===== src/design/tcfir_pkg.sv =====
// Package for the two-channel low-pass FIR unit: item types, default sizes
// and the fixed coefficient table with its Q1.(COEF_BITS-1) rounding.
// No dependencies.
`timescale 1ns / 1ps
`default_nettype none
package tcfir_pkg;

  // Fixed field widths of the request and result items.
  localparam int SAMPLE_FIELD_W = 18;

  // Defaults for the top-level parameters.
  localparam int TAP_COUNT_DEF   = 29;
  localparam int SAMPLE_BITS_DEF = 18;
  localparam int COEF_BITS_DEF   = 16;

  // Coefficients are tabulated as integers scaled by 10^12.
  localparam int      TABLE_LEN = 29;
  localparam longint  DEC_SCALE = 64'd1000000000000;

  typedef struct packed {
    logic                      channel;
    logic [SAMPLE_FIELD_W-1:0] sample;
  } in_item_t;

  typedef struct packed {
    logic                      channel_out;
    logic [SAMPLE_FIELD_W-1:0] filtered;
    logic                      clipped;
  } out_item_t;

  // Symmetric table: entry k equals entry 28-k.
  function automatic longint coef_dec(input int idx);
    int     m;
    longint v;
    m = (idx <= 14) ? idx : 28 - idx;
    case (m)
      0:       v = -64'sd1542701735;
      1:       v = -64'sd2211477375;
      2:       v = -64'sd3286228748;
      3:       v = -64'sd4426511470;
      4:       v = -64'sd4758632276;
      5:       v = -64'sd3007677384;
      6:       v = 64'sd2192312852;
      7:       v = 64'sd11883096770;
      8:       v = 64'sd26376428080;
      9:       v = 64'sd44981528070;
      10:      v = 64'sd65962076190;
      11:      v = 64'sd86760722100;
      12:      v = 64'sd104456014900;
      13:      v = 64'sd116349831200;
      14:      v = 64'sd120542444300;
      default: v = 64'sd0;
    endcase
    return v;
  endfunction

  // Rounds a coefficient to cbits signed bits, half away from zero.
  // Taps past the end of the table are zero. Used at elaboration only.
  function automatic longint coef_quant(input int idx, input int cbits);
    longint          d;
    longint unsigned mag;
    longint unsigned q;
    d   = (idx < TABLE_LEN) ? coef_dec(idx) : 64'sd0;
    mag = (d < 0) ? longint'(-d) : longint'(d);
    q   = (mag * (64'd1 << (cbits - 1)) + DEC_SCALE / 2) / DEC_SCALE;
    return (d < 0) ? -longint'(q) : longint'(q);
  endfunction

endpackage
`default_nettype wire


===== src/design/tcfir_ram.sv =====
// Generic simple dual-port RAM: one write port, one read port, registered read.
// No dependencies.
`timescale 1ns / 1ps
`default_nettype none
module tcfir_ram #(
  parameter int WIDTH = 18,
  parameter int DEPTH = 64
) (
  input  wire logic                     clk,
  input  wire logic                     we,
  input  wire logic [$clog2(DEPTH)-1:0] wr_addr,
  input  wire logic [WIDTH-1:0]         wr_data,
  input  wire logic [$clog2(DEPTH)-1:0] rd_addr,
  output      logic [WIDTH-1:0]         rd_data
);

  logic [WIDTH-1:0] mem [DEPTH];

  always_ff @(posedge clk) begin
    if (we) begin
      mem[wr_addr] <= wr_data;
    end
    rd_data <= mem[rd_addr];
  end

endmodule
`default_nettype wire


===== src/design/tcfir_front.sv =====
// Front end: accepts requests and holds them in a two-entry queue so that the
// filter engine and the request side stall independently. Uses tcfir_pkg.
`timescale 1ns / 1ps
`default_nettype none
module tcfir_front (
  input  wire logic                clk,
  input  wire logic                rst,
  input  wire logic                sample_valid,
  output      logic                sample_ready,
  input  wire tcfir_pkg::in_item_t sample_item,
  output      logic                job_valid,
  input  wire logic                job_ready,
  output      tcfir_pkg::in_item_t job_item
);

  tcfir_pkg::in_item_t slots [2];
  logic       wr_ptr;
  logic       rd_ptr;
  logic [1:0] count;
  logic       push;
  logic       pop;

  assign sample_ready = (count != 2'd2);
  assign job_valid    = (count != 2'd0);
  assign job_item     = slots[rd_ptr];
  assign push         = sample_valid && sample_ready;
  assign pop          = job_valid && job_ready;

  always_ff @(posedge clk) begin
    if (push) begin
      slots[wr_ptr] <= sample_item;
    end
  end

  always_ff @(posedge clk) begin
    if (rst) begin
      wr_ptr <= 1'b0;
      rd_ptr <= 1'b0;
      count  <= 2'd0;
    end else begin
      if (push) begin
        wr_ptr <= ~wr_ptr;
      end
      if (pop) begin
        rd_ptr <= ~rd_ptr;
      end
      case ({push, pop})
        2'b10:   count <= count + 2'd1;
        2'b01:   count <= count - 2'd1;
        default: count <= count;
      endcase
    end
  end

endmodule
`default_nettype wire


===== src/design/tcfir_back.sv =====
// Filter engine: one multiply-accumulate per tap over the channel's delay line,
// kept as a circular buffer in tcfir_ram, then rounding and saturation into an
// output register. Uses tcfir_pkg and tcfir_ram.
`timescale 1ns / 1ps
`default_nettype none
module tcfir_back #(
  parameter int TAP_COUNT   = tcfir_pkg::TAP_COUNT_DEF,
  parameter int SAMPLE_BITS = tcfir_pkg::SAMPLE_BITS_DEF,
  parameter int COEF_BITS   = tcfir_pkg::COEF_BITS_DEF
) (
  input  wire logic                 clk,
  input  wire logic                 rst,
  input  wire logic                 job_valid,
  output      logic                 job_ready,
  input  wire tcfir_pkg::in_item_t  job_item,
  output      logic                 result_valid,
  input  wire logic                 result_ready,
  output      tcfir_pkg::out_item_t result_item
);

  localparam int HIST_LEN = TAP_COUNT - 1;
  localparam int PTR_W    = (HIST_LEN > 1) ? $clog2(HIST_LEN) : 1;
  localparam int TAP_W    = $clog2(TAP_COUNT);
  localparam int PROD_W   = COEF_BITS + SAMPLE_BITS + 1;
  localparam int ACC_W    = PROD_W + 6;
  localparam int RAM_AW   = PTR_W + 1;
  localparam int RAM_D    = 2 ** RAM_AW;

  localparam logic [1:0] ST_IDLE   = 2'd0;
  localparam logic [1:0] ST_RUN    = 2'd1;
  localparam logic [1:0] ST_DRAIN  = 2'd2;
  localparam logic [1:0] ST_FINISH = 2'd3;

  logic signed [COEF_BITS-1:0] coef_tab [TAP_COUNT];

  for (genvar k = 0; k < TAP_COUNT; k++) begin : g_coef
    assign coef_tab[k] = COEF_BITS'(tcfir_pkg::coef_quant(k, COEF_BITS));
  end

  logic [1:0]             state;
  logic                   cur_ch;
  logic [SAMPLE_BITS-1:0] cur_x;
  logic [TAP_W-1:0]       tap;
  logic [PTR_W-1:0]       rp;
  logic [PTR_W-1:0]       wptr [2];
  logic [TAP_W-1:0]       fill [2];

  logic                   s1_vld;
  logic [TAP_W-1:0]       s1_tap;
  logic                   s2_vld;
  logic signed [PROD_W-1:0] prod;
  logic signed [ACC_W-1:0]  acc;

  logic [SAMPLE_BITS-1:0] ram_rd_data;
  logic                   ram_we;
  logic [SAMPLE_BITS-1:0] operand;
  logic signed [PROD_W-1:0] prod_next;
  logic                   can_load;

  logic signed [ACC_W-1:0] biased;
  logic signed [ACC_W-1:0] y_full;
  logic [SAMPLE_BITS-1:0]  y_sat;
  logic                    clip;

  tcfir_ram #(
    .WIDTH (SAMPLE_BITS),
    .DEPTH (RAM_D)
  ) u_hist (
    .clk     (clk),
    .we      (ram_we),
    .wr_addr ({cur_ch, wptr[cur_ch]}),
    .wr_data (cur_x),
    .rd_addr ({cur_ch, rp}),
    .rd_data (ram_rd_data)
  );

  assign job_ready = (state == ST_IDLE);
  assign can_load  = !result_valid || result_ready;
  assign ram_we    = (state == ST_FINISH) && can_load;

  // Tap 0 is the new sample; later taps read the delay line, where entries
  // never written since reset count as zero.
  always_comb begin
    if (s1_tap == '0) begin
      operand = cur_x;
    end else if (s1_tap <= fill[cur_ch]) begin
      operand = ram_rd_data;
    end else begin
      operand = '0;
    end
    prod_next = coef_tab[s1_tap] * $signed({1'b0, operand});
  end

  always_comb begin
    biased = acc + (ACC_W'(1) <<< (COEF_BITS - 2));
    y_full = biased >>> (COEF_BITS - 1);
    if (biased[ACC_W-1]) begin
      y_sat = '0;
      clip  = 1'b1;
    end else if (|y_full[ACC_W-1:SAMPLE_BITS]) begin
      y_sat = '1;
      clip  = 1'b1;
    end else begin
      y_sat = y_full[SAMPLE_BITS-1:0];
      clip  = 1'b0;
    end
  end

  always_ff @(posedge clk) begin
    if (rst) begin
      state        <= ST_IDLE;
      s1_vld       <= 1'b0;
      s2_vld       <= 1'b0;
      result_valid <= 1'b0;
      for (int c = 0; c < 2; c++) begin
        wptr[c] <= '0;
        fill[c] <= '0;
      end
    end else begin
      s1_vld <= 1'b0;
      s2_vld <= s1_vld;
      if (result_valid && result_ready) begin
        result_valid <= 1'b0;
      end
      unique case (state)
        ST_IDLE: begin
          if (job_valid) begin
            state <= ST_RUN;
          end
        end
        ST_RUN: begin
          s1_vld <= 1'b1;
          if (tap == TAP_W'(TAP_COUNT - 1)) begin
            state <= ST_DRAIN;
          end
        end
        ST_DRAIN: begin
          if (!s1_vld && !s2_vld) begin
            state <= ST_FINISH;
          end
        end
        ST_FINISH: begin
          if (can_load) begin
            result_valid <= 1'b1;
            wptr[cur_ch] <= (wptr[cur_ch] == PTR_W'(HIST_LEN - 1)) ? '0
                                                                   : wptr[cur_ch] + 1'b1;
            if (fill[cur_ch] != TAP_W'(HIST_LEN)) begin
              fill[cur_ch] <= fill[cur_ch] + 1'b1;
            end
            state <= ST_IDLE;
          end
        end
        default: state <= ST_IDLE;
      endcase
    end
  end

  // Datapath registers.
  always_ff @(posedge clk) begin
    if (state == ST_IDLE && job_valid) begin
      cur_ch <= job_item.channel;
      cur_x  <= SAMPLE_BITS'(job_item.sample);
      tap    <= '0;
      acc    <= '0;
      rp     <= (wptr[job_item.channel] == '0) ? PTR_W'(HIST_LEN - 1)
                                               : wptr[job_item.channel] - 1'b1;
    end
    if (state == ST_RUN) begin
      s1_tap <= tap;
      tap    <= tap + 1'b1;
      // The read for tap t goes out while tap t is issued; the pointer walks
      // back from the newest entry once the new-sample tap has gone.
      if (tap != '0) begin
        rp <= (rp == '0) ? PTR_W'(HIST_LEN - 1) : rp - 1'b1;
      end
    end
    if (s1_vld) begin
      prod <= prod_next;
    end
    if (s2_vld) begin
      acc <= acc + ACC_W'(prod);
    end
    if (state == ST_FINISH && can_load) begin
      result_item.channel_out <= cur_ch;
      result_item.filtered    <= tcfir_pkg::SAMPLE_FIELD_W'(y_sat);
      result_item.clipped     <= clip;
    end
  end

endmodule
`default_nettype wire


===== src/design/two_channel_fir_lowpass_unit.sv =====
// Two-channel symmetric low-pass FIR unit for optical sensor samples.
// Each request is filtered by the single multiply-accumulate unit stepping one
// tap per cycle; the engine takes the next request from the queue only once
// the result is loaded, which waits while an earlier result is unaccepted.
// Reset (synchronous, active high) empties the queue and marks both delay
// lines empty, so unwritten history reads as zero; no clearing pass is needed.
`timescale 1ns / 1ps
`default_nettype none
module two_channel_fir_lowpass_unit #(
  parameter int TAP_COUNT   = tcfir_pkg::TAP_COUNT_DEF,
  parameter int SAMPLE_BITS = tcfir_pkg::SAMPLE_BITS_DEF,
  parameter int COEF_BITS   = tcfir_pkg::COEF_BITS_DEF
) (
  input  wire logic                 clk,
  input  wire logic                 rst,
  input  wire logic                 sample_valid,
  output      logic                 sample_ready,
  input  wire tcfir_pkg::in_item_t  sample_item,
  output      logic                 result_valid,
  input  wire logic                 result_ready,
  output      tcfir_pkg::out_item_t result_item
);

  logic                job_valid;
  logic                job_ready;
  tcfir_pkg::in_item_t job_item;

  tcfir_front u_front (
    .clk          (clk),
    .rst          (rst),
    .sample_valid (sample_valid),
    .sample_ready (sample_ready),
    .sample_item  (sample_item),
    .job_valid    (job_valid),
    .job_ready    (job_ready),
    .job_item     (job_item)
  );

  tcfir_back #(
    .TAP_COUNT   (TAP_COUNT),
    .SAMPLE_BITS (SAMPLE_BITS),
    .COEF_BITS   (COEF_BITS)
  ) u_back (
    .clk          (clk),
    .rst          (rst),
    .job_valid    (job_valid),
    .job_ready    (job_ready),
    .job_item     (job_item),
    .result_valid (result_valid),
    .result_ready (result_ready),
    .result_item  (result_item)
  );

endmodule
`default_nettype wire

===== config.mk =====
export PLATFORM = sky130hd
export DESIGN_NAME = two_channel_fir_lowpass_unit
export DESIGN_NICKNAME = d
export VERILOG_FILES = /design/src/design/tcfir_pkg.sv /design/src/design/tcfir_ram.sv /design/src/design/tcfir_front.sv /design/src/design/tcfir_back.sv /design/src/design/two_channel_fir_lowpass_unit.sv
export SDC_FILE = /design/constraint.sdc
export NUM_CORES = 2
export LEC_CHECK = 0
export ABC_CLOCK_PERIOD_IN_PS = 19550
export CORE_MARGIN = 4
export CORE_UTILIZATION = 40
export CTS_BUF_LIST = sky130_fd_sc_hd__clkbuf_16
export CTS_CLUSTER_SIZE = 10
export DETAILED_ROUTE_END_ITERATION = 10
export DONT_BUFFER_PORTS = 1
export PLACE_DENSITY_LB_ADDON = 0.2
export REMOVE_ABC_BUFFERS = 1
export SLEW_MARGIN = 20
export SYNTH_ARGS = -nofsm -noshare
export SYNTH_HDL_FRONTEND = slang
export SYNTH_SLANG_ARGS = --single-unit

===== constraint.sdc =====
create_clock -name clk -period 19.55 [get_ports clk]
set_input_delay 3.91 -clock clk [delete_from_list [all_inputs] [get_ports clk]]
set_output_delay 3.91 -clock clk [all_outputs]
set_load 0.01 [all_outputs]

==> metrics.yaml <==
layout_common_cells: "edfxtp_1 (1335), mux4_2 (379), inv_1 (354), nand2_1 (221), fa_1 (221)"
cap_violations: 0
synth_mux_area_frac: 0.139
synth_cell_type_count: 72
ys_ff_latch: 1369
drive_above_1_share: 0.187
vias: 34100
grt_use_met1: 0.263
cts_resized: 0
insertion_delay_ns: 0.79
final-seq-area_mm2: 0.0408
start_util: 0.403
final_nets: 4380
top_usage_layer: "met2"
worst_slew_pin_slew_ns: 1.05
num_io_pins: 45
grt_pass1_vias: 35300
finalHoldViolations: 0
rsz0062_at_grt: "no"
vias_per_cell: 5.53
worstPathRequired_ns: 20.04
ctsHtreeMaxLevel: 4
place_congestion: 0.876
synth_fa_ha_area_frac: 0.105
synth_top_family_by_area: "multiplexers"
dieArea_mm2: 0.169
hold_buffers: 0
critPathMaxFanout: 34
io_buffers: 0
post_cts_buffers: 0
grt_usage: 0.194
synthCells: 3871
cts_tree: "yes"
final_common_cell: "edfxtp_1"
use_met2: 0.332
setup_tns_ns: 0
syn_to_final_growth_pct: 11.8
drc: 0
ant_nets: 0
synth.avg_cell_area_um2: 16.8
drtIter0Drc: 3018
numCtsBuffers: 161
slowest_delay_ns: 0.81
slew_headroom: 0.299
cp.buffers_inverters: 4
arrival_ns: 9.39
die_w_um: 411
grt_max_degree: 92
antenna_found_initial: 7
drtPass1Iterations: 5
crit_type: "flop to flop"
critPathCaptureType: "flop"
multiInputGateArea_mm2: 0.0226
worst_hold_path_type: "flop to flop"
clock_sinks: 1369
path_delay_family: "adder cells"
yosysSeqAreaShare: 0.628
synth_compound_area_frac: 0.0361
start_kind: "flop"
wl_per_cell_um: 26.4
fmax_mhz: 112
use_met3: 0.0281
finClkSkew_ns: 0.0627
synth_area_mm2: 0.0649
grt.overflow.total: 0
design.core.area_mm2: 0.161
cts_root_buf: "clkbuf_16"
synth-simple-area-share: 0.0492
cpMaxStageDelayCell: "dfxtp_1"
fin_crit_ns: 8.90
place_hpwl_mm: 99.8
grt_pass1_wl_mm: 240
place_area_mm2: 0.0679
ys_warn_count: 0
final_area_mm2: 0.0725
rrSetupSlack_ns: 10.65
ys.flop_type: "edfxtp_1"
cts.reportedPaths.clkPinSlew_ns: 0.05
status: "finished, final reports clean"
final_max_slew_viol_count: 0
crit_path_frequent_cell: "fa_1"
setup_viol: 0
n_fill_cell: 13900
synth-edff-count: 1335
wl_mm: 163
synth_xor_area_frac: 0.0127
clockBufferDepth: 3
die_y_um: 411
fin_crit_sh: 0.455
rows: 147
async_flop_share: 0
==> kinds of logic after synthesis <==
kind of cell	after synthesis
compound gates	369
flops	1369
mux	424
simple gates	715
fa+ha+maj	413
buf+inv	488
xor+xnor	93
==> routing by layer <==
metal	part of all wire	vias up
met3	0.049	244
li1	-	14800
met4	0.021	0
met1	0.43	18100
met2	0.50	934
met5	0	-
==> flip-flops by register name, indices dropped and copies added (netlist names), named ones only <==
signal / cells
u_back.prod: 35
u_back.s1_tap: 5
u_back.state: 2
u_front.count: 2
u_back.wptr: 10
u_back.s2_vld: 1
u_back.fill: 10
u_back.cur_x: 18
u_front.slots: 38
u_back.acc: 41
u_back.result_item: 20
u_back.rp: 5
u_back.s1_vld: 1
u_back.u_hist.rd_data: 18
u_front.rd_ptr: 1
u_front.wr_ptr: 1
u_back.cur_ch: 1
u_back.u_hist.mem: 1152
u_back.tap: 5
u_back.result_valid: 1
==> worst reg2reg max path: cells and delay by family, from the launching register on <==
kind | cells | cell delay [ns]
AOI/OAI and AO/OA | 13 | 3.25
xor gates and xnor gates | 1 | 0.08
and+or+nand+nor | 2 | 0.28
buffers and inverters | 4 | 0.48
DFF | 1 | 0.81
adders and majority gates | 8 | 3.75
==> cell usage after synthesis, types with 10 or more instances <==
master	count	share of area
xnor2_1	46	0.0062
nand3_1	41	0.0032
fa_1	221	0.068
nand2_1	221	0.013
mux4_2	379	0.13
nor2b_1	23	0.0022
a22o_1	17	0.0023
a21oi_1	135	0.010
o21ai_1	12	0.00093
and2_1	40	0.0039
nand2b_1	27	0.0026
inv_1	321	0.019
nand4_1	28	0.0027
o21bai_1	12	0.0014
mux2_2	21	0.0036
a22oi_1	19	0.0022
o21ai_0	54	0.0042
dfxtp_1	34	0.010
ha_1	192	0.037
nor3_1	14	0.0011
clkbuf_1	99	0.0057
buf_1	26	0.0015
edfxtp_1	1335	0.62
nor2_1	280	0.016
mux2i_1	23	0.0035
buf_2	27	0.0021
a21o_1	47	0.0054
xor2_1	46	0.0062
a211oi_1	10	0.0012
==> cell type report <==
type,count,share of cell area
diodes,7,0.000241
clock buffers,163,0.0562
clock inverters,61,0.00693
inverters,323,0.0167
multi-input cells,2014,0.312
flip-flops and latches,1369,0.562
well taps,2160,0.0373
repair buffers,75,0.00821
==> per-stage QoR <==
stage,hold slack [ns],cells,setup slack (ns),util
3_5_place_dp,0.501,5940,10.64,0.422
5_1_grt,0.533,6165,10.02,0.451
6_report,0.508,6172,10.65,0.451
4_1_cts,0.516,6164,10.64,0.450
3_3_place_gp,0.484,5940,10.67,0.422
2_1_floorplan,0.472,3706,6.04,-
==> worst paths after layout <==
check / from / endpoint / cells after the start
setup reg to reg: flop / u_back.prod[34] / 28
hold reg to reg: u_front.rd_ptr / u_front.rd_ptr / 2
setup / recovery: flop / u_back.prod[34] / 28
hold / removal: u_front.rd_ptr / u_front.rd_ptr / 2
Power is left out: the tool's default activity adds up to more than one toggle a clock period on the data nets, which glitch-free logic cannot reach.
